File: src/sv/assert_macros.svh
// Assertion helpers for the dictionary RTL.
`ifndef ASSERT_MACROS_SVH
`define ASSERT_MACROS_SVH

// Checked at every rising edge of clk while rst is low.
`define QPD_ASSERT(name, prop, msg) \
  name: assert property (@(posedge clk) disable iff (rst) prop) else $error(msg);

// Checked at every rising edge of clk, reset included.
`define QPD_ASSERT_ALWAYS(name, prop, msg) \
  name: assert property (@(posedge clk) prop) else $error(msg);

`endif

File: src/sv/qpd_pkg.sv
package qpd_pkg;

  localparam logic [1:0] OP_INSERT = 2'd0;
  localparam logic [1:0] OP_SEARCH = 2'd1;
  localparam logic [1:0] OP_DELETE = 2'd2;

  localparam logic [1:0] ST_OK      = 2'd0;
  localparam logic [1:0] ST_MISSING = 2'd1;
  localparam logic [1:0] ST_FULL    = 2'd2;

  // A key holds at most this many characters.
  localparam int KEY_BYTES = 8;

  // Byte sum of a 64-bit key is at most 8 * 255, which fits in 11 bits.
  localparam int SUM_W = 11;
  // Shift of the reciprocal used to reduce the byte sum by the table size.
  localparam int RECIP_SHIFT = 20;

  typedef enum logic [3:0] {
    S_IDLE  = 4'b0001,
    S_HASH  = 4'b0010,
    S_MOD   = 4'b0100,
    S_PROBE = 4'b1000
  } state_t;

  typedef struct packed {
    logic load;
    logic step;
  } probe_ctl_t;

endpackage

File: src/sv/quadratic_probe_hash_dictionary.sv
// Dictionary of TABLE_SIZE slots with quadratic probing. An item is taken when
// start is high and busy is low; its single result appears on status,
// found_value and slot_index for exactly one cycle with done high, and cannot
// be held off. A zero key or an unknown operation answers in the cycle after
// the item is taken. Any other item hashes the key in S_HASH and S_MOD, then
// probes one slot per cycle (one read of the key and value memories each),
// and answers in the cycle after the last probe. The next item may be taken
// in the cycle the result shows. The table is empty right after reset with
// no clearing pass.
module quadratic_probe_hash_dictionary #(
  parameter int TABLE_SIZE = 16
) (
  input  logic        clk,
  input  logic        rst,
  input  logic        start,
  input  logic [1:0]  operation,
  input  logic [63:0] key_word,
  input  logic [63:0] value_word,
  output logic        busy,
  output logic        done,
  output logic [1:0]  status,
  output logic [63:0] found_value,
  output logic [3:0]  slot_index
);

  import qpd_pkg::*;

  `include "assert_macros.svh"

  localparam int AW = $clog2(TABLE_SIZE);
  localparam int ProdW = SUM_W + RECIP_SHIFT;
  localparam logic [RECIP_SHIFT-1:0] Recip =
    RECIP_SHIFT'(((1 << RECIP_SHIFT) + TABLE_SIZE - 1) / TABLE_SIZE);

  state_t          state;
  logic [1:0]      op;
  logic [63:0]     key_reg;
  logic [63:0]     value_reg;
  logic [63:0]     key_norm;
  logic            bad_item;
  logic            accept;
  logic [SUM_W-1:0] sum;
  logic [SUM_W-1:0] sum_reg;
  logic [SUM_W-1:0] quot;
  logic [ProdW-1:0] prod;
  logic [SUM_W-1:0] rem;
  logic [AW-1:0]   home;
  probe_ctl_t      pctl;
  logic [AW-1:0]   addr;
  logic [AW-1:0]   raddr;
  logic            last;
  logic [TABLE_SIZE-1:0] valid;
  logic [63:0]     key_rd;
  logic [63:0]     val_rd;
  logic            used;
  logic            hit;
  logic            we;

  // The key ends at its first zero byte or after KEY_BYTES bytes.
  always_comb begin
    logic keep;
    keep     = 1'b1;
    key_norm = '0;
    for (int j = 0; j < 8; j++) begin
      if (j >= KEY_BYTES || key_word[8*j +: 8] == 8'd0) begin
        keep = 1'b0;
      end
      if (keep) begin
        key_norm[8*j +: 8] = key_word[8*j +: 8];
      end
    end
  end

  assign busy     = (state != S_IDLE);
  assign accept   = start && !busy;
  assign bad_item = (key_norm == 64'd0) ||
                    !(operation == OP_INSERT || operation == OP_SEARCH ||
                      operation == OP_DELETE);

  always_comb begin
    sum = '0;
    for (int j = 0; j < 8; j++) begin
      sum = sum + SUM_W'(key_reg[8*j +: 8]);
    end
  end

  // Quotient by a rounded-up reciprocal is exact for sums below 2^SUM_W.
  assign prod = ProdW'(sum) * ProdW'(Recip);
  assign rem  = sum_reg - quot * SUM_W'(TABLE_SIZE);
  assign home = AW'(rem);

  // An empty slot is one whose valid bit is clear; stored keys are nonzero.
  assign used = valid[addr];
  assign hit  = (op == OP_INSERT) ? !used : (used && key_rd == key_reg);
  assign we   = (state == S_PROBE) && hit && (op == OP_INSERT);

  assign pctl.load = (state == S_MOD);
  assign pctl.step = (state == S_PROBE) && !hit && !last;

  qpd_probe #(.TABLE_SIZE(TABLE_SIZE)) u_probe (
    .clk       (clk),
    .ctl       (pctl),
    .home      (home),
    .addr      (addr),
    .addr_next (raddr),
    .last      (last)
  );

  qpd_ram #(.WIDTH(64), .DEPTH(TABLE_SIZE)) u_key_ram (
    .clk   (clk),
    .we    (we),
    .waddr (addr),
    .wdata (key_reg),
    .raddr (raddr),
    .rdata (key_rd)
  );

  qpd_ram #(.WIDTH(64), .DEPTH(TABLE_SIZE)) u_value_ram (
    .clk   (clk),
    .we    (we),
    .waddr (addr),
    .wdata (value_reg),
    .raddr (raddr),
    .rdata (val_rd)
  );

  // Delete only drops the valid bit; an invalid slot reads as empty.
  always_ff @(posedge clk) begin
    if (rst) begin
      valid <= '0;
    end else if (state == S_PROBE && hit) begin
      if (op == OP_INSERT) begin
        valid[addr] <= 1'b1;
      end else if (op == OP_DELETE) begin
        valid[addr] <= 1'b0;
      end
    end
  end

  always_ff @(posedge clk) begin
    if (accept) begin
      op        <= operation;
      key_reg   <= key_norm;
      value_reg <= value_word;
    end
    if (state == S_HASH) begin
      sum_reg <= sum;
      quot    <= prod[ProdW-1 -: SUM_W];
    end
  end

  always_ff @(posedge clk) begin
    if (rst) begin
      state <= S_IDLE;
      done  <= 1'b0;
    end else begin
      done <= 1'b0;
      case (state)
        S_IDLE: begin
          if (accept) begin
            if (bad_item) begin
              done        <= 1'b1;
              status      <= ST_MISSING;
              found_value <= '0;
              slot_index  <= '0;
            end else begin
              state <= S_HASH;
            end
          end
        end
        S_HASH: begin
          state <= S_MOD;
        end
        S_MOD: begin
          state <= S_PROBE;
        end
        S_PROBE: begin
          if (hit) begin
            state       <= S_IDLE;
            done        <= 1'b1;
            status      <= ST_OK;
            slot_index  <= 4'(addr);
            found_value <= (op == OP_SEARCH) ? val_rd : 64'd0;
          end else if (last) begin
            state       <= S_IDLE;
            done        <= 1'b1;
            status      <= (op == OP_INSERT) ? ST_FULL : ST_MISSING;
            slot_index  <= '0;
            found_value <= '0;
          end
        end
        default: begin
          state <= S_IDLE;
        end
      endcase
    end
  end

  `QPD_ASSERT(a_done_when_idle, done |-> !busy, "result shown while an item is in work")
  `QPD_ASSERT(a_fail_zero, done && status != ST_OK |-> found_value == 64'd0 && slot_index == 4'd0, "failed item carries nonzero payload")
  `QPD_ASSERT(a_good_item_works, accept && !bad_item |=> busy && !done, "valid item did not start a lookup")
  `QPD_ASSERT_ALWAYS(a_reset_idle, rst |=> !busy && !done, "block not idle after reset")

endmodule

File: src/sv/qpd_ram.sv
module qpd_ram #(
  parameter int WIDTH = 64,
  parameter int DEPTH = 16
) (
  input  logic                     clk,
  input  logic                     we,
  input  logic [$clog2(DEPTH)-1:0] waddr,
  input  logic [WIDTH-1:0]         wdata,
  input  logic [$clog2(DEPTH)-1:0] raddr,
  output logic [WIDTH-1:0]         rdata
);

  logic [WIDTH-1:0] mem [DEPTH];

  always_ff @(posedge clk) begin
    if (we) begin
      mem[waddr] <= wdata;
    end
    rdata <= mem[raddr];
  end

endmodule

File: src/sv/qpd_probe.sv
module qpd_probe #(
  parameter int TABLE_SIZE = 16
) (
  input  logic                          clk,
  input  qpd_pkg::probe_ctl_t           ctl,
  input  logic [$clog2(TABLE_SIZE)-1:0] home,
  output logic [$clog2(TABLE_SIZE)-1:0] addr,
  output logic [$clog2(TABLE_SIZE)-1:0] addr_next,
  output logic                          last
);

  import qpd_pkg::*;

  localparam int AW = $clog2(TABLE_SIZE);

  // The offset i*i grows by 2i+1 from one probe to the next; both the slot
  // and that increment are kept reduced modulo the table size.
  logic [AW-1:0] inc;
  logic [AW-1:0] inc_next;
  logic [AW-1:0] count;
  logic [AW:0]   addr_sum;
  logic [AW:0]   inc_sum;

  assign addr_sum = {1'b0, addr} + {1'b0, inc};
  assign inc_sum  = {1'b0, inc} + (AW+1)'(2);
  assign last     = (count == AW'(TABLE_SIZE - 1));

  always_comb begin
    if (ctl.load) begin
      addr_next = home;
      inc_next  = AW'(1 % TABLE_SIZE);
    end else if (ctl.step) begin
      if (addr_sum >= (AW+1)'(TABLE_SIZE)) begin
        addr_next = AW'(addr_sum - (AW+1)'(TABLE_SIZE));
      end else begin
        addr_next = AW'(addr_sum);
      end
      if (inc_sum >= (AW+1)'(TABLE_SIZE)) begin
        inc_next = AW'(inc_sum - (AW+1)'(TABLE_SIZE));
      end else begin
        inc_next = AW'(inc_sum);
      end
    end else begin
      addr_next = addr;
      inc_next  = inc;
    end
  end

  always_ff @(posedge clk) begin
    addr <= addr_next;
    inc  <= inc_next;
    if (ctl.load) begin
      count <= '0;
    end else if (ctl.step) begin
      count <= count + AW'(1);
    end
  end

endmodule
File: config.mk
export PLATFORM = sky130hd
export DESIGN_NAME = quadratic_probe_hash_dictionary
export DESIGN_NICKNAME = d
export VERILOG_FILES = /design/src/sv/qpd_pkg.sv /design/src/sv/quadratic_probe_hash_dictionary.sv /design/src/sv/qpd_ram.sv /design/src/sv/qpd_probe.sv
export VERILOG_INCLUDE_DIRS = /design/src /design/src/sv
export SDC_FILE = /design/constraint.sdc
export NUM_CORES = 2
export LEC_CHECK = 0
export ABC_AREA = 1
export BUFFER_PORTS_ARGS = -buffer_cell sky130_fd_sc_hd__buf_4
export CAP_MARGIN = 30
export CORE_ASPECT_RATIO = 2
export CORE_MARGIN = 3
export CORE_UTILIZATION = 45
export CTS_BUF_LIST = sky130_fd_sc_hd__clkbuf_8 sky130_fd_sc_hd__clkbuf_16
export CTS_CLUSTER_SIZE = 20
export DETAILED_ROUTE_END_ITERATION = 7
export GPL_TIMING_DRIVEN = 0
export PLACE_DENSITY = 0.58
export SYNTH_ARGS = -nofsm -noshare
export SYNTH_HDL_FRONTEND = slang
export SYNTH_SLANG_ARGS = --single-unit
File: constraint.sdc
create_clock -name clk -period 25.4 [get_ports clk]
set_clock_uncertainty 0.1 [all_clocks]
set_input_delay 6.35 -clock clk [delete_from_list [all_inputs] [get_ports clk]]
set_output_delay 6.35 -clock clk [all_outputs]
set_load 0.05 [all_outputs]
==> flow_summary.toml <==
[outcome]
status = "finished clean"

[synthesis]
syn_nets = 9446
seq_area_frac_synth_pct = 68.8
synth.distinct_cells = 39
postSynthAreaPerCell_um2 = 11.1
synthArstFlopShare_pct = 0
netlist_area_um2 = 103000
synth.area.top_cells = "edfxtp_1 66%, nand3_1 11%, inv_1 6.4%"
yosys.area.top_type_share_pct = 65.7
synth_edf_count = 2252
yosysTopAreaCell = "edfxtp_1"
synthFlopType = "edfxtp_1"
yosysWarnings = 0
synthCells = 9290
synth-seq-cells = 2412

[setup_path]
cp-end-kind = "flop"
crit_type = "primary input to flop"
cp.required_ns = 25.95
path_cells = "buf_4, nor4_1, nand2_1, nand2_1, a21oi_1, clkinv_1, a21oi_1, clkinv_1, a21oi_1, o31ai_1, buf_2, a21oi_1, inv_1, nor2_1"
cp_top_family = "compound AO/OA/AOI/OAI gates"
crit_top_cell = "a21oi_1"
r2r-end = "u_value_ram.mem[2][26]$_DFFE_PP_"
reg2reg_from = "key_reg[56]$_DFFE_PP_"
r2r_slack_ns = 18.80
r2r_cells = 21
start_kind = "primary input"
arrival_ns = 9.37
cp_max_fo = 9
cp_slowest_cell = "a21oi_1"
worst-path-buf-inv = 5
cp_slowest_stage_delay_ns = 0.51

[placement]
dp_cells = 12800
place_hpwl_um = 242000
place_ws_ns = 15.18
io_buffers = 204
routabilityCongestion = 0.869

[floorplan]
row_count = 247
dieArea_um2 = 235000
pin_count = 205
core-area_um2 = 227000
die_y_um = 682
start_util_pct = 45.4
die_x_um = 344

[cts]
cts_root_buffer = "clkbuf_16"
cts_buffers = 217
cts_tree = "done"
post_cts_resized = 0
cts.sinks = 2412
clock_path_buffers = 4
clkLatencyLatePin_ns = 0.89
htreeDepth = 4
cts-hold-fix-buffers = 0
clk_pin_slew_ns = 0.07
post_cts.repair.setup_buffers = 0

[power_and_ir_drop]
intPower_mw = 7.34
power.total_mw = 11.4
ir_worst_vdd_mv = 0.0661
p_comb_share_pct = 28.8
clockPowerShare_pct = 29.0
power.switching_mw = 4.07
power_frac_seq_pct = 42.2
p_per_area_nw_per_um2 = 95.9
p_leak_nw = 49.3
p_sw_share_pct = 35.7

[sta]
hold_ws_ns = 0.382
setup_tns_ns = 0
worst_pin_slew_ns = 1.05
worst_slack_ns = 16.58
fmax_ghz = 0.113
relSlewSlack_pct = 30.0
min_period_ns = 8.82
setup_viol_count_final = 0
min_period_over_period_pct = 34.7
rsz0062_at_grt = "no"
hold_viol = 0
drv_slew = 0

[final_layout]
areaGrowthSynthToFinish_pct = 15.6
regArea_um2 = 70800
drive_gt1_share_pct = 11.5
nFillCells = 19900
fin_cells = 13200
multi_input_area_um2 = 22800
nets = 10200
largestRegisters = "u_key_ram.mem (1024), u_value_ram.mem (1024)"

[min_path]
min-delay-start = "u_probe.count[2]$_SDFFE_PP0P_"
min_to = "u_probe.count[2]$_SDFFE_PP0P_"
holdPathStages = 1
min_path_type = "flop to flop"

[drt]
ant_nets = 0
num_vias = 71200
drc = 0
wl_per_cell_um = 25.1
finalWirelength_um = 331000
drt_iter0_markers = 6656
first_pass_iters = 6
vias_per_cell = 5.40

[global_routing]
grt_util_all_layers_pct = 27.7
grt_pass1_wl_um = 469000
antenna_found_initial = 21
grt_pass1_vias = 70000
grt_max_degree = 36
overflow = 0

[job]
maxCapViolCount = 0
area by class of cell:
class / count / area share, %
flip-flops and latches: 2412 / 59.5
clock buffers: 256 / 5.12
inverters: 1774 / 5.60
repair buffers: 485 / 4.27
multi-input cells: 4545 / 19.2
diodes: 12 / 0.0252
well taps: 2988 / 3.14
clock inverters: 143 / 0.855
plain buffers: 559 / 2.34
synth_stat cells (2+ instances only):
| master | count |
|---|---|
| clkbuf_1 | 209 |
| fa_1 | 15 |
| nand4_1 | 5 |
| buf_1 | 37 |
| or2_2 | 2 |
| ha_1 | 8 |
| nand2_1 | 1333 |
| o21ai_0 | 5 |
| clkinv_1 | 3 |
| xor2_1 | 11 |
| edfxtp_1 | 2252 |
| buf_6 | 36 |
| inv_1 | 1767 |
| nor4_1 | 14 |
| nand3_1 | 2323 |
| a21oi_1 | 20 |
| nand3b_1 | 512 |
| inv_2 | 3 |
| nor2_1 | 206 |
| nor3_1 | 21 |
| xnor2_1 | 43 |
| a211oi_1 | 12 |
| dfxtp_1 | 160 |
| buf_2 | 255 |
| buf_4 | 22 |
| nand2_2 | 3 |
per-layer routing:
metal / vias to the layer above / part of all wire [%] / global-route usage (%)
met5: - / 0.014 / 0
met4: 8 / 8.6 / 20.1
met3: 976 / 5.7 / 3.51
met2: 2925 / 52 / 50.4
met1: 34800 / 33 / 29.3
li1: 32500 / - / -
worst max path at each step:
stage,startpoint,slack [ns],endpoint,depth (start not counted)
after floorplan,start,8.78,found_value[0]$_SDFFCE_PN0P_,4
after detailed placement,key_word[4],15.18,key_reg[52]$_DFFE_PP_,14
after CTS,key_word[4],16.11,key_reg[52]$_DFFE_PP_,14
final,key_word[4],16.58,key_reg[52]$_DFFE_PP_,14
after global routing,key_word[4],15.99,key_reg[52]$_DFFE_PP_,14
after global placement,start,-0.48,found_value[34]$_SDFFCE_PN0P_,5
cells in the final DEF (no fill, tap or decap), types with 14 or more instances in the layout:
cell and n:
nor4_1 14, clkbuf_8 28, inv_1 1822, buf_2 257
clkinv_2 46, nand3_1 2323, buf_1 37, dfxtp_1 160
clkbuf_1 199, nor3_2 15, edfxtp_1 2252, buf_4 248
buf_16 14, nor2_1 203, clkbuf_16 228, clkinv_1 17
xnor2_1 43, a21oi_1 19, nand2_1 1333, fa_1 15
buf_8 20, buf_12 20, nand3b_1 512, buf_6 239
power by group through the flow:
stage	Combinational, mW	Clock (mW)	Sequential, mW
floorplan	1.88	0	4.80
global placement	3.17	0	4.92
detailed placement	3.25	0	4.91
CTS	3.26	3.35	4.82
global route	3.52	3.49	4.84
finish	3.29	3.31	4.82
stage by stage:
stage,util (%),cell area [µm²]
finish,52.5,119000
global route,52.5,119000
CTS,52.4,119000
detailed placement,49.3,112000
global placement,47.7,108000
floorplan,-,103000
cell families after synthesis:
kind of cell | after synthesis | synth area share (%)
DFF | 2412 | 68.8
AOI/OAI and AO/OA | 45 | 0.266
xor gates and xnor gates | 54 | 0.459
buffers and inverters | 2333 | 9.16
and+or+nand+nor | 4423 | 20.9
adders and majority gates | 23 | 0.389
Note: power is estimated with default switching activity, not from simulation.
